File: src/rtl/msdp_pkg.sv
// ----------------------------------------------------------------------------
// msdp_pkg
// Shared types and constants of the media status datagram parser.
// ----------------------------------------------------------------------------
package msdp_pkg;

   localparam int NAME_UNITS_DEFAULT = 32;
   localparam int NAME_ADDR_W        = 5;
   localparam int JOB_DEPTH          = 2;
   localparam int RES_DEPTH          = 2;

   localparam logic [15:0] BYTE_COUNT_MAX = 16'hFFFF;
   localparam logic [15:0] OFF_MAGIC_LAST = 16'h000A;
   localparam logic [15:0] OFF_TYPE       = 16'h000A;
   localparam logic [15:0] OFF_SENDER     = 16'h0021;
   localparam logic [15:0] OFF_DEVICE     = 16'h0024;
   localparam logic [15:0] OFF_SLOT_LOW   = 16'h002B;
   localparam logic [15:0] OFF_NAME       = 16'h002C;
   localparam logic [15:0] NAME_BYTES     = 16'h0040;
   localparam logic [15:0] OFF_MASTER     = 16'h009E;
   localparam logic [15:0] OFF_TRACKS     = 16'h00A4;
   localparam logic [15:0] OFF_PLAYLISTS  = 16'h00AC;
   localparam logic [15:0] STATUS_MIN_LEN = 16'h009F;
   localparam logic [15:0] RESP_MIN_LEN   = 16'h00B0;
   localparam logic [7:0]  TYPE_STATUS    = 8'h0A;
   localparam logic [7:0]  TYPE_RESPONSE  = 8'h06;

   localparam logic [7:0] CSR_MAGIC_FIRST_EIGHT = 8'd0;
   localparam logic [7:0] CSR_MAGIC_LAST_TWO    = 8'd1;

   typedef enum logic [1:0] {
      REC_NAME    = 2'd0,
      REC_SUMMARY = 2'd1,
      REC_MASTER  = 2'd2
   } record_kind_type;

   typedef enum logic {
      JOB_MASTER = 1'b0,
      JOB_MEDIA  = 1'b1
   } job_kind_type;

   typedef enum logic [2:0] {
      BK_IDLE,
      BK_MASTER,
      BK_READ,
      BK_UNIT,
      BK_SUMMARY
   } back_state_type;

   typedef struct packed {
      job_kind_type kind;
      logic [7:0]   master;
      logic [31:0]  device;
      logic [7:0]   slot;
      logic [31:0]  tracks;
      logic [31:0]  playlists;
   } job_type;

   typedef struct packed {
      logic                   en;
      logic [NAME_ADDR_W-1:0] addr;
      logic [15:0]            data;
   } name_write_type;

   typedef struct packed {
      record_kind_type kind;
      logic [15:0]     name_unit;
      logic [31:0]     device;
      logic [7:0]      slot;
      logic [31:0]     tracks;
      logic [31:0]     playlists;
      logic [7:0]      master;
      logic            last;
   } result_type;

endpackage

File: src/rtl/msdp_queue.sv
// ----------------------------------------------------------------------------
// msdp_queue
// Small register queue with push and pop, used for jobs and for results.
// ----------------------------------------------------------------------------
module msdp_queue
   import msdp_pkg::*;
#(
   parameter type ITEM_TYPE = job_type,
   parameter int  DEPTH     = 2
) (
   input  logic     clock,
   input  logic     reset,
   input  logic     push,
   input  ITEM_TYPE push_data,
   output logic     full,
   input  logic     pop,
   output ITEM_TYPE head,
   output logic     empty
);

   localparam int PW = (DEPTH > 1) ? $clog2(DEPTH) : 1;
   localparam int CW = $clog2(DEPTH + 1);

   ITEM_TYPE        entry_ff [DEPTH];
   logic [PW-1:0]   wr_ptr_ff, wr_ptr_in;
   logic [PW-1:0]   rd_ptr_ff, rd_ptr_in;
   logic [CW-1:0]   count_ff, count_in;
   logic            do_push, do_pop;

   assign full    = (count_ff == CW'(DEPTH));
   assign empty   = (count_ff == '0);
   assign head    = entry_ff[rd_ptr_ff];
   assign do_push = push && !full;
   assign do_pop  = pop && !empty;

   always_comb begin
      wr_ptr_in = wr_ptr_ff;
      rd_ptr_in = rd_ptr_ff;
      count_in  = count_ff;
      if (do_push) begin
         wr_ptr_in = (wr_ptr_ff == PW'(DEPTH - 1)) ? '0 : wr_ptr_ff + 1'b1;
      end
      if (do_pop) begin
         rd_ptr_in = (rd_ptr_ff == PW'(DEPTH - 1)) ? '0 : rd_ptr_ff + 1'b1;
      end
      if (do_push && !do_pop) begin
         count_in = count_ff + 1'b1;
      end else if (do_pop && !do_push) begin
         count_in = count_ff - 1'b1;
      end
   end

   always_ff @(posedge clock) begin
      if (reset) begin
         wr_ptr_ff <= '0;
         rd_ptr_ff <= '0;
         count_ff  <= '0;
      end else begin
         wr_ptr_ff <= wr_ptr_in;
         rd_ptr_ff <= rd_ptr_in;
         count_ff  <= count_in;
      end
   end

   always_ff @(posedge clock) begin
      if (do_push) begin
         entry_ff[wr_ptr_ff] <= push_data;
      end
   end

endmodule

File: src/rtl/msdp_front.sv
// ----------------------------------------------------------------------------
// msdp_front
// Byte intake: header check, field capture, name writes, datagram sorting.
// ----------------------------------------------------------------------------
module msdp_front
   import msdp_pkg::*;
#(
   parameter int NAME_UNITS = NAME_UNITS_DEFAULT
) (
   input  logic           clock,
   input  logic           reset,
   input  logic           req_push,
   output logic           req_full,
   input  logic [7:0]     req_data_byte,
   input  logic           req_last_byte,
   input  logic           csr_valid,
   output logic           csr_ready,
   input  logic [7:0]     csr_index,
   input  logic [63:0]    csr_data,
   output logic           job_push,
   output job_type        job_data,
   input  logic           job_full,
   input  logic           media_done,
   output name_write_type name_write,
   output logic           locked
);

   logic [63:0] magic_first_ff;
   logic [15:0] magic_last_ff;
   logic [15:0] byte_count_ff, byte_count_in;
   logic        magic_match_ff, magic_match_in;
   logic [7:0]  type_code_ff, type_code_in;
   logic [7:0]  sender_ff, sender_in;
   logic        claimed_ff, claimed_in;
   logic [31:0] device_ff, device_in;
   logic [7:0]  slot_ff, slot_in;
   logic [31:0] tracks_ff, tracks_in;
   logic [31:0] playlists_ff, playlists_in;
   logic [7:0]  master_ff, master_in;
   logic [7:0]  name_hi_ff, name_hi_in;
   logic        lock_ff, lock_in;

   logic        accept;
   logic [15:0] off;
   logic [15:0] rel;
   logic [2:0]  magic_sel;
   logic [7:0]  expect_byte;
   logic        frame_ok;

   assign csr_ready = 1'b1;
   assign req_full  = lock_ff || job_full;
   assign accept    = req_push && !req_full;
   assign off       = byte_count_ff;
   assign rel       = off - OFF_NAME;
   assign magic_sel = 3'd7 - off[2:0];
   assign locked    = lock_ff;

   always_comb begin
      if (off < 16'd8) begin
         expect_byte = magic_first_ff[{magic_sel, 3'b000} +: 8];
      end else begin
         expect_byte = magic_last_ff[{~off[0], 3'b000} +: 8];
      end
   end

   always_comb begin
      byte_count_in  = byte_count_ff;
      magic_match_in = magic_match_ff;
      type_code_in   = type_code_ff;
      sender_in      = sender_ff;
      claimed_in     = claimed_ff;
      device_in      = device_ff;
      slot_in        = slot_ff;
      tracks_in      = tracks_ff;
      playlists_in   = playlists_ff;
      master_in      = master_ff;
      name_hi_in     = name_hi_ff;
      lock_in        = lock_ff;
      name_write     = '0;
      job_push       = 1'b0;
      job_data       = '0;
      frame_ok       = 1'b0;

      if (media_done) begin
         lock_in = 1'b0;
      end

      if (accept) begin
         if (off != BYTE_COUNT_MAX) begin
            if (off < OFF_MAGIC_LAST) begin
               if (req_data_byte != expect_byte) begin
                  magic_match_in = 1'b0;
               end
            end else if (off == OFF_TYPE) begin
               type_code_in = req_data_byte;
            end
            if (off == OFF_SENDER) begin
               sender_in = req_data_byte;
            end
            if (off == OFF_MASTER) begin
               claimed_in = (req_data_byte != 8'd0);
            end
            if (off >= OFF_DEVICE && off < OFF_DEVICE + 16'd4) begin
               device_in = {device_ff[23:0], req_data_byte};
            end
            if (off == OFF_SLOT_LOW) begin
               slot_in = req_data_byte;
            end
            if (off >= OFF_NAME && off < OFF_NAME + NAME_BYTES) begin
               if (!rel[0]) begin
                  name_hi_in = req_data_byte;
               end else if (32'(rel[5:1]) < NAME_UNITS) begin
                  name_write.en   = 1'b1;
                  name_write.addr = rel[5:1];
                  name_write.data = {name_hi_ff, req_data_byte};
               end
            end
            if (off >= OFF_TRACKS && off < OFF_TRACKS + 16'd4) begin
               tracks_in = {tracks_ff[23:0], req_data_byte};
            end
            if (off >= OFF_PLAYLISTS && off < OFF_PLAYLISTS + 16'd4) begin
               playlists_in = {playlists_ff[23:0], req_data_byte};
            end
            byte_count_in = byte_count_ff + 16'd1;
         end

         if (req_last_byte) begin
            frame_ok = magic_match_in && (byte_count_in > OFF_MAGIC_LAST);
            if (frame_ok && type_code_in == TYPE_STATUS
                  && byte_count_in >= STATUS_MIN_LEN) begin
               if (claimed_in && sender_in != master_ff) begin
                  master_in       = sender_in;
                  job_push        = 1'b1;
                  job_data.kind   = JOB_MASTER;
                  job_data.master = sender_in;
               end else if (!claimed_in && sender_in == master_ff) begin
                  master_in       = 8'd0;
                  job_push        = 1'b1;
                  job_data.kind   = JOB_MASTER;
               end
            end else if (frame_ok && type_code_in == TYPE_RESPONSE
                  && byte_count_in >= RESP_MIN_LEN) begin
               job_push           = 1'b1;
               job_data.kind      = JOB_MEDIA;
               job_data.device    = device_in;
               job_data.slot      = slot_in;
               job_data.tracks    = tracks_in;
               job_data.playlists = playlists_in;
               lock_in            = 1'b1;
            end
            byte_count_in  = 16'd0;
            magic_match_in = 1'b1;
            type_code_in   = 8'd0;
         end
      end
   end

   always_ff @(posedge clock) begin
      if (reset) begin
         magic_first_ff <= '0;
         magic_last_ff  <= '0;
      end else if (csr_valid && csr_ready) begin
         if (csr_index == CSR_MAGIC_FIRST_EIGHT) begin
            magic_first_ff <= csr_data;
         end else if (csr_index == CSR_MAGIC_LAST_TWO) begin
            magic_last_ff <= csr_data[15:0];
         end
      end
   end

   always_ff @(posedge clock) begin
      if (reset) begin
         byte_count_ff  <= '0;
         magic_match_ff <= 1'b1;
         type_code_ff   <= '0;
         sender_ff      <= '0;
         claimed_ff     <= 1'b0;
         device_ff      <= '0;
         slot_ff        <= '0;
         tracks_ff      <= '0;
         playlists_ff   <= '0;
         master_ff      <= '0;
         lock_ff        <= 1'b0;
      end else begin
         byte_count_ff  <= byte_count_in;
         magic_match_ff <= magic_match_in;
         type_code_ff   <= type_code_in;
         sender_ff      <= sender_in;
         claimed_ff     <= claimed_in;
         device_ff      <= device_in;
         slot_ff        <= slot_in;
         tracks_ff      <= tracks_in;
         playlists_ff   <= playlists_in;
         master_ff      <= master_in;
         lock_ff        <= lock_in;
      end
   end

   always_ff @(posedge clock) begin
      name_hi_ff <= name_hi_in;
   end

endmodule

File: src/rtl/msdp_back.sv
// ----------------------------------------------------------------------------
// msdp_back
// Job execution: name store, name unit readout, summary and master results.
// ----------------------------------------------------------------------------
module msdp_back
   import msdp_pkg::*;
#(
   parameter int NAME_UNITS = NAME_UNITS_DEFAULT
) (
   input  logic           clock,
   input  logic           reset,
   input  name_write_type name_write,
   input  logic           job_empty,
   input  job_type        job_head,
   output logic           job_pop,
   output logic           res_push,
   output result_type     res_data,
   input  logic           res_full,
   output logic           media_done
);

   localparam int AW = (NAME_UNITS > 1) ? $clog2(NAME_UNITS) : 1;

   logic [15:0]    name_mem [NAME_UNITS];
   logic [15:0]    rd_data_ff;
   back_state_type state_ff, state_in;
   logic [AW-1:0]  idx_ff, idx_in;
   job_type        job_ff, job_in;
   logic           idx_end;

   assign idx_end = (idx_ff == AW'(NAME_UNITS - 1));

   always_ff @(posedge clock) begin
      if (name_write.en) begin
         name_mem[name_write.addr[AW-1:0]] <= name_write.data;
      end
      rd_data_ff <= name_mem[idx_ff];
   end

   always_comb begin
      state_in = state_ff;
      idx_in   = idx_ff;
      job_in   = job_ff;
      case (state_ff)
         BK_IDLE: begin
            if (!job_empty) begin
               job_in   = job_head;
               idx_in   = '0;
               state_in = (job_head.kind == JOB_MASTER) ? BK_MASTER : BK_READ;
            end
         end
         BK_MASTER: begin
            if (!res_full) begin
               state_in = BK_IDLE;
            end
         end
         BK_READ: begin
            state_in = BK_UNIT;
         end
         BK_UNIT: begin
            if (rd_data_ff == 16'd0) begin
               state_in = BK_SUMMARY;
            end else if (!res_full) begin
               if (idx_end) begin
                  state_in = BK_SUMMARY;
               end else begin
                  idx_in   = idx_ff + 1'b1;
                  state_in = BK_READ;
               end
            end
         end
         BK_SUMMARY: begin
            if (!res_full) begin
               state_in = BK_IDLE;
            end
         end
         default: begin
            state_in = BK_IDLE;
         end
      endcase
   end

   always_comb begin
      job_pop    = 1'b0;
      res_push   = 1'b0;
      res_data   = '0;
      media_done = 1'b0;
      case (state_ff)
         BK_IDLE: begin
            job_pop = !job_empty;
         end
         BK_MASTER: begin
            res_push        = !res_full;
            res_data.kind   = REC_MASTER;
            res_data.master = job_ff.master;
            res_data.last   = 1'b1;
         end
         BK_UNIT: begin
            res_push           = !res_full && (rd_data_ff != 16'd0);
            res_data.kind      = REC_NAME;
            res_data.name_unit = rd_data_ff;
         end
         BK_SUMMARY: begin
            res_push           = !res_full;
            media_done         = !res_full;
            res_data.kind      = REC_SUMMARY;
            res_data.device    = job_ff.device;
            res_data.slot      = job_ff.slot;
            res_data.tracks    = job_ff.tracks;
            res_data.playlists = job_ff.playlists;
            res_data.last      = 1'b1;
         end
         default: begin
            res_push = 1'b0;
         end
      endcase
   end

   always_ff @(posedge clock) begin
      if (reset) begin
         state_ff <= BK_IDLE;
         idx_ff   <= '0;
      end else begin
         state_ff <= state_in;
         idx_ff   <= idx_in;
      end
   end

   always_ff @(posedge clock) begin
      job_ff <= job_in;
   end

endmodule

File: src/rtl/media_status_datagram_parser_top.sv
// ----------------------------------------------------------------------------
// media_status_datagram_parser_top
// Sorts datagram payload bytes into tempo master changes and media results.
// ----------------------------------------------------------------------------
//  channel   handshake            beat contents
//  req       req_push / req_full  req_data_byte, req_last_byte
//  rsp       rsp_empty / rsp_pop  record kind, name unit, summary, master
//  csr       csr_valid/csr_ready  csr_index, csr_data (64 bit)
//
//  One byte per cycle is taken while req_full is low. A media response
//  drains each name unit through a read state and a unit state, using the
//  single read port of the name store, and req_full stays high until its
//  summary is queued. Synchronous reset clears all control state; the name
//  store holds no reset. rsp_pop stalls back up through a two-entry result
//  queue, then a two-entry job queue, then the intake.
// ----------------------------------------------------------------------------
module media_status_datagram_parser_top
   import msdp_pkg::*;
#(
   parameter int NAME_UNITS = NAME_UNITS_DEFAULT
) (
   input  logic        clock,
   input  logic        reset,
   input  logic        req_push,
   output logic        req_full,
   input  logic [7:0]  req_data_byte,
   input  logic        req_last_byte,
   output logic        rsp_empty,
   input  logic        rsp_pop,
   output logic [1:0]  rsp_record_kind,
   output logic [15:0] rsp_name_unit,
   output logic [31:0] rsp_device_number,
   output logic [7:0]  rsp_media_slot,
   output logic [31:0] rsp_track_count,
   output logic [31:0] rsp_playlist_count,
   output logic [7:0]  rsp_master_device,
   output logic        rsp_last_result,
   input  logic        csr_valid,
   output logic        csr_ready,
   input  logic [7:0]  csr_index,
   input  logic [63:0] csr_data
);

   logic           job_push, job_full, job_empty, job_pop;
   job_type        job_data, job_head;
   name_write_type name_write;
   logic           media_done, locked;
   logic           res_push, res_full;
   result_type     res_data, res_head;

   msdp_front #(.NAME_UNITS(NAME_UNITS)) u_front (
      .clock         (clock),
      .reset         (reset),
      .req_push      (req_push),
      .req_full      (req_full),
      .req_data_byte (req_data_byte),
      .req_last_byte (req_last_byte),
      .csr_valid     (csr_valid),
      .csr_ready     (csr_ready),
      .csr_index     (csr_index),
      .csr_data      (csr_data),
      .job_push      (job_push),
      .job_data      (job_data),
      .job_full      (job_full),
      .media_done    (media_done),
      .name_write    (name_write),
      .locked        (locked)
   );

   msdp_queue #(.ITEM_TYPE(job_type), .DEPTH(JOB_DEPTH)) u_job_queue (
      .clock     (clock),
      .reset     (reset),
      .push      (job_push),
      .push_data (job_data),
      .full      (job_full),
      .pop       (job_pop),
      .head      (job_head),
      .empty     (job_empty)
   );

   msdp_back #(.NAME_UNITS(NAME_UNITS)) u_back (
      .clock      (clock),
      .reset      (reset),
      .name_write (name_write),
      .job_empty  (job_empty),
      .job_head   (job_head),
      .job_pop    (job_pop),
      .res_push   (res_push),
      .res_data   (res_data),
      .res_full   (res_full),
      .media_done (media_done)
   );

   msdp_queue #(.ITEM_TYPE(result_type), .DEPTH(RES_DEPTH)) u_res_queue (
      .clock     (clock),
      .reset     (reset),
      .push      (res_push),
      .push_data (res_data),
      .full      (res_full),
      .pop       (rsp_pop),
      .head      (res_head),
      .empty     (rsp_empty)
   );

   assign rsp_record_kind    = res_head.kind;
   assign rsp_name_unit      = res_head.name_unit;
   assign rsp_device_number  = res_head.device;
   assign rsp_media_slot     = res_head.slot;
   assign rsp_track_count    = res_head.tracks;
   assign rsp_playlist_count = res_head.playlists;
   assign rsp_master_device  = res_head.master;
   assign rsp_last_result    = res_head.last;

   a_done_while_locked : assert property (@(posedge clock) disable iff (reset)
      media_done |-> locked)
      else $error("summary issued with no media response in flight");

   a_no_name_write_locked : assert property (@(posedge clock) disable iff (reset)
      locked |-> !name_write.en)
      else $error("name store written during readout");

   a_name_not_last : assert property (@(posedge clock) disable iff (reset)
      (!rsp_empty && rsp_record_kind == REC_NAME) |-> (!rsp_last_result
         && rsp_name_unit != 16'd0))
      else $error("bad name unit result");

   a_locked_full : assert property (@(posedge clock) disable iff (reset)
      locked |-> req_full)
      else $error("intake open during media readout");

endmodule

File: config.mk
export PLATFORM = sky130hd
export DESIGN_NAME = media_status_datagram_parser_top
export DESIGN_NICKNAME = d
export VERILOG_FILES = /design/src/rtl/msdp_pkg.sv /design/src/rtl/msdp_queue.sv /design/src/rtl/msdp_front.sv /design/src/rtl/msdp_back.sv /design/src/rtl/media_status_datagram_parser_top.sv
export SDC_FILE = /design/constraint.sdc
export NUM_CORES = 2
export LEC_CHECK = 0
export BUFFER_PORTS_ARGS = -buffer_cell sky130_fd_sc_hd__buf_2
export CAP_MARGIN = 40
export CORE_UTILIZATION = 55
export DETAILED_ROUTE_END_ITERATION = 8
export PLACE_DENSITY = 0.72
export SYNTH_ARGS = -nofsm -noshare
export SYNTH_HDL_FRONTEND = slang
export SYNTH_SLANG_ARGS = --single-unit
export TNS_END_PERCENT = 5
File: constraint.sdc
create_clock -name clock -period 16.4 [get_ports clock]
set_clock_uncertainty 0.2 [all_clocks]
set_input_delay 2.46 -clock clock [delete_from_list [all_inputs] [get_ports clock]]
set_output_delay 2.46 -clock clock [all_outputs]
set_load 0.005 [all_outputs]
# [After elaboration in Yosys (flattened, before gate mapping)]
# Memories as Yosys holds them, arrays and structs flattened. A register that Yosys moved wholly into a read port is not among the register bits.
# Index checks and enable logic that the tools add are counted.
[word_totals] regBits=363 mem_bits_rw=1000 inputBits=86 output_inout_bits=134 word_cells=226 mem_count=3
[mem_list] name="u_back.name_mem" words=32 word_bits=16 rd=1 rd_ports_with_merged_regs=1 wr=1 line_no="msdp_back.sv:24" source="logic [15:0] name_mem [NAME_UNITS];"
[mem_list] name="u_res_queue.entry_ff" words=2 word_bits=131 rd=1 rd_ports_with_merged_regs=1 wr=1 line_no="msdp_queue.sv:24" source="ITEM_TYPE entry_ff [DEPTH];"
[mem_list] name="u_job_queue.entry_ff" words=2 word_bits=113 rd=1 rd_ports_with_merged_regs=1 wr=1 line_no="msdp_queue.sv:24"
[classes] addsub=12 order_cmp=13 n_eq_ne=24 n_shift=2 n_mux=90 bitwise=4 reduce_logical=51
[op_table] cell="$mux 104" n=3
[op_table] cell="$mux 113" n=2
[op_table] cell="$mux 32" n=6
[op_table] cell="$mux 8" n=16
[op_table] cell="$mux 22" n=4
[op_table] cell="$ge 16x8->1 const B" n=4
[op_table] cell="$mux 16" n=4
[op_table] cell="$shiftx 64x7->8" n=1
[op_table] cell="$mux 1" n=37
[op_table] cell="$eq 16x6->1 const B" n=2
[op_table] cell="$ge 16x6->1 const B" n=2
[op_table] cell="$lt 16x4->1 const B" n=2
[op_table] cell="$lt 16x8->1 const B" n=2
[op_table] cell="$logic_and 1x1->1" n=21
[op_table] cell="$mux 5" n=4
[op_table] cell="$add 16x1->16 const B" n=1
[op_table] cell="$eq 16x4->1 const B" n=1
[op_table] cell="$eq 16x8->1 const B" n=1
[op_table] cell="$gt 16x4->1 const B" n=1
[op_table] cell="$logic_not 16->1" n=1
[op_table] cell="$lt 16x6->1 const B" n=1
[op_table] cell="$lt 16x7->1 const B" n=1
[op_table] cell="$ne 16x16->1 const B" n=1
[op_table] cell="$ne 8x8->1" n=2
[op_table] cell="38 further kinds" n=76

# [Longest topological paths before layout]
[logic_depth] word_depth=20 ltp_mapped=18 depth_no_buf=15

# [Modules after synthesis]
# From an unflattened synthesis, not the netlist that was laid out.
[hier_totals] cells_unflattened=3741 area_unflattened_um2=55458.2
[modules_own_cells] mod="msdp_back" n_inst=1 cells_each=1321 area_each_um2=24805.0 seq_area_each_um2=19218.4
[modules_own_cells] mod="msdp_front" n_inst=1 cells_each=1610 area_each_um2=11942.7 seq_area_each_um2=4784.6
[modules_own_cells] mod="msdp_queue at u_res_queue" n_inst=1 cells_each=433 area_each_um2=10045.9 seq_area_each_um2=7967.6
[modules_own_cells] mod="msdp_queue at u_job_queue" n_inst=1 cells_each=377 area_each_um2=8664.6 seq_area_each_um2=6886.6

# [Least setup slack after synthesis]
# Ideal clock, no wire load.
[synth_path] path_type="register -> register" startpoint="register u_back.state_ff[0]" endpoint="register u_back.idx_ff[1]" setup_ns=0.129 arrival_ns=13.543 slack_ns=2.528 stages_incl_launch_ff=6 synth_period_minus_slack_ns=13.872 path_cell_list="dfxtp_1 clkbuf_1 nor4_1 o21ai_0 a22oi_1 nor2_1"
[synth_via] elab_chain_cells=3 elab_cells_between_ends=9
[synth_lines] item="start: declaration" line_no="msdp_back.sv:26" source="back_state_type state_ff, state_in;"
[synth_lines] item="start signal: assignment" line_no="msdp_back.sv:124" source="state_ff <= state_in;"
[synth_lines] item="$eq 3x2->1 / $logic_not 3->1 (equally long branches)" line_no="msdp_back.sv:44" source="case (state_ff)"
[synth_lines] item="$ne 2x2->1 (no source line) / $reduce_bool 2->1 (equally long branches)"
[synth_lines] item="$reduce_and 5->1 (no source line)"
[synth_lines] item="end signal: assignment" line_no="msdp_back.sv:125" source="idx_ff <= idx_in;"
[synth_lines] item="end: declaration" line_no="msdp_back.sv:27" source="logic [AW-1:0] idx_ff, idx_in;"
# Parallel ways exist; a longest one is shown, timed or not.
# A chain may end at the register's enable or synchronous reset.

# [Worst setup path in the final report]
[layout_path] startpoint="input req_data_byte[5]" endpoint="memory u_job_queue.entry_ff[0][102] (netlist bit) (enable)"
[layout_via] elab_chain_cells=15 elab_cells_between_ends=37
[layout_lines] item="start: declaration" line_no="media_status_datagram_parser_top.sv:26" source="input logic [7:0] req_data_byte,"
[layout_lines] item="$ne 8x8->1" line_no="msdp_front.sv:91" source="if (req_data_byte != expect_byte) begin"
[layout_lines] item="$mux 1" line_no="msdp_front.sv:91"
[layout_lines] item="$mux 1" line_no="msdp_front.sv:90" source="if (off < OFF_MAGIC_LAST) begin"
[layout_lines] item="$mux 1" line_no="msdp_front.sv:89" source="if (off != BYTE_COUNT_MAX) begin"
[layout_lines] item="$mux 1" line_no="msdp_front.sv:88" source="if (accept) begin"
[layout_lines] item="$logic_and 1x1->1" line_no="msdp_front.sv:128" source="frame_ok = magic_match_in && (byte_count_in > OFF_MAGIC_LAST);"
[layout_lines] item="$logic_and 1x1->1" line_no="msdp_front.sv:141" source="end else if (frame_ok && type_code_in == TYPE_RESPONSE"
[layout_lines] item="$logic_and 1x1->1" line_no="msdp_front.sv:142" source="&& byte_count_in >= RESP_MIN_LEN) begin"
[layout_lines] item="$mux 1" line_no="msdp_front.sv:141"
[layout_lines] item="$mux 1 *" line_no="msdp_front.sv:129" source="if (frame_ok && type_code_in == TYPE_STATUS"
[layout_lines] item="$mux 1 *" line_no="msdp_front.sv:127" source="if (req_last_byte) begin"
[layout_lines] item="$mux 1 *" line_no="msdp_front.sv:88"
[layout_lines] item="$logic_and 1x1->1 *" line_no="msdp_queue.sv:33" source="assign do_push = push && !full;"
[layout_lines] item="$mux 1 *" line_no="msdp_queue.sv:66" source="if (do_push) begin"
[layout_lines] item="$mux 1 (not written as such) *" line_no="msdp_queue.sv:67" source="entry_ff[wr_ptr_ff] <= push_data;"
[layout_lines] item="end: declaration" line_no="msdp_queue.sv:24"
# Every way passes the cells marked *; elsewhere a longest branch is shown, timed or not. The select of a mux whose other input is x is not followed.

==> results.cfg <==
[clocking]
cts_setup_buffers = 0
clock_latency_ns = 0.74
ctsResizeCount = 0
cts_buffers = 138
path_clk_slew_ns = 0.06
cts_tree = built
cts.sinks = 1381
clockRootBuffer = clkbuf_16
ctsHoldBuffers = 0
cts_max_level = 4
clk_path_buf_depth = 3

[detailed_routing]
drc = 0
drt_iter0_drc = 3471
firstDrtPassIters = 6
routed_wl_um = 120000
vias_per_cell = 5.94
postRouteAntennaNets = 0
routedWlPerCell_um = 23.2
via_count = 30800

[global_route]
grt_pass1_wl_um = 180000
antenna_found_initial = 7
grt_overflow = 0
track_usage = 0.240
grt_max_degree = 95
grt_pass1_vias = 29700

[synthesis]
synth_ff_type = edfxtp_1
synth-seq-cells = 1381
yosysMostFrequentCell = edfxtp_1
synth_cell_types = 63
synth_area_leaders = edfxtp_1, dfxtp_1, mux4_2
synth_cells = 3554
seq_area_frac_synth = 0.714
synth_top_area_share = 0.618
avgSynthCellArea_um2 = 15.3
synthTopCellsByCount = edfxtp_1, nand2_1, a21oi_1
synth.net_count = 3655
async_reset_ff_frac = 0
synth-edff-count = 1120
yosys.area.top_type = edfxtp_1
synth_area_um2 = 54400
ys_warn_count = 0

[sta]
setup_viol = 0
final_min_period_over_clock_period = 0.381
drv_slew = 0
fmax_mhz = 160
finalHoldViolCount = 0
worst_slew_pin_slew_ns = 0.865
hold_ws_ns = 0.251
rsz0062_at_grt = false
period_needed_ns = 6.25
tns_ns = 0
max_slew_margin = 0.423

[finish]
syn_to_final_growth_pct = 13.8
layout-drive-gt1-share = 0.255
layout.nets = 3887

[worst_setup_path]
worst_r2r_startpoint = u_front.byte_count_ff[9]$_SDFFE_PP0P_
cpMostUsedCell = buf_4
crit_arrival_ns = 6.45
crit_path_cell_trace = buf_2, or4_1, nor3_1, nand4_1, a21oi_2, nand2_4, buf_4, a21oi_4, buf_4, buf_4, buf_16
end_kind = register
cpPeakStageDelay_ns = 0.59
cp_max_fo = 62
crit_buf_inv = 5
criticalPathCategory = in -> reg
worstSetupStartpoint = req_data_byte[5]
crit_family = buffers and inverters
startpoint_type = primary input
slowest_stage = or4_1
crit_required_ns = 16.60

[place]
place_hpwl_um = 72100
gp_congestion = 0.863
io_buffers = 218

[job]
max-cap-violations = 0

[floorplan]
io_pins = 220
rows = 114
die_h_um = 316
die-area_um2 = 100000
die_w_um = 316
core_um2 = 97300
initial_core_util = 0.559

[power_and_ir_drop]
powerDensity_nw_per_um2 = 124
p_leak_uw = 0.0176
vdd_drop_max_uv = 81.5

[min_path]
hold_class = reg -> reg
worstHoldStart = u_front.tracks_ff[26]$_SDFFE_PP0P_

[status]
outcome = completed
cells in the final DEF, fill, tap and decap left out, types with 8 or more instances in the layout:
| master | count |
|---|---|
| nor2_2 | 8 |
| o21ai_0 | 29 |
| buf_16 | 16 |
| xnor2_1 | 13 |
| dfxtp_1 | 254 |
| inv_1 | 14 |
| clkbuf_1 | 48 |
| nand3_1 | 31 |
| nand4_1 | 13 |
| nand2_1 | 577 |
| a22oi_1 | 21 |
| nand2b_1 | 9 |
| xor2_1 | 18 |
| mux2_2 | 266 |
| nor4_1 | 20 |
| mux4_2 | 176 |
| mux2i_1 | 52 |
| nor2_1 | 122 |
| buf_4 | 74 |
| a21oi_1 | 298 |
| clkinv_1 | 15 |
| clkinv_2 | 20 |
| nor2b_1 | 13 |
| and2_1 | 30 |
| buf_2 | 218 |
| bufinv_16 | 9 |
| and3_1 | 128 |
| ha_1 | 15 |
| nor3_1 | 8 |
| clkbuf_16 | 140 |
| a211oi_1 | 13 |
| edfxtp_1 | 1120 |
per-layer routing:
metal / GRT usage / part of all wire / up-vias
li1: - / - / 13800
met1: 0.341 / 0.42 / 15400
met2: 0.382 / 0.48 / 1330
met3: 0.0441 / 0.079 / 169
met4: 0.0655 / 0.019 / 2
met5: 0 / 0.00014 / -
final cells by class:
type	count	area, um^2
tap	1276	1600
inverter	14	52.6
fill	6790	35400
antenna	3	7.51
sequential	1381	38900
clock inverter	61	647
timing repair buffer	321	2280
multi-input combinational	1930	14700
clock buffer	193	3750
metrics by stage:
step	setup slack, ns	power, uW	std cells	util	cell area, um^2
after floorplan	2.53	4450	3554	-	54400
after global placement	9.31	4660	4893	0.585	56900
after detailed placement	9.46	4680	4922	0.591	57500
after CTS	10.23	7710	5176	0.636	61900
after global routing	9.96	7900	5176	0.636	61900
final	10.15	7650	5179	0.636	61900
worst min-delay path: stages, from the launching register on:
cell	delay [ns]
dfxtp_1	0.31
nand2_1	0.05
a21oi_1	0.05
sequential cells by signal, indices dropped and copies added (netlist names), 16 cells and up, named ones only:
register                cells
u_back.job_ff             112
u_back.name_mem           512
u_back.rd_data_ff          16
u_front.byte_count_ff      16
u_front.device_ff          32
u_front.magic_first_ff     64
u_front.magic_last_ff      16
u_front.playlists_ff       32
u_front.tracks_ff          32
u_job_queue.entry_ff      226
u_res_queue.entry_ff      262
final timing paths:
check,end,slack [ns],cells past startpoint
setup / recovery,u_job_queue.entry_ff[0][102]$_DFFE_PP_,10.15,11
hold / removal,u_front.tracks_ff[26]$_SDFFE_PP0P_,0.25,2
setup reg to reg,u_job_queue.entry_ff[0][102]$_DFFE_PP_,10.28,14
hold reg to reg,u_front.tracks_ff[26]$_SDFFE_PP0P_,0.25,2
where the power goes:
part | leakage, uW | switching, uW | internal (uW)
Clock | 0.00214 | 1300 | 1760
Combinational | 0.00526 | 392 | 278
Sequential | 0.0102 | 42.3 | 3880
Total | 0.0176 | 1740 | 5910
kinds of logic after synthesis:
kind of cell,share of synthesized area
flip-flops,0.714
AND/OR/NAND/NOR,0.0828
other,0.0000689
adder cells (fa/ha/maj),0.00345
multiplexers,0.138
AO/OA/AOI/OAI,0.0392
XOR/XNOR,0.00499
buffers and inverters,0.0175
Note: power is estimated with default switching activity, not from simulation.
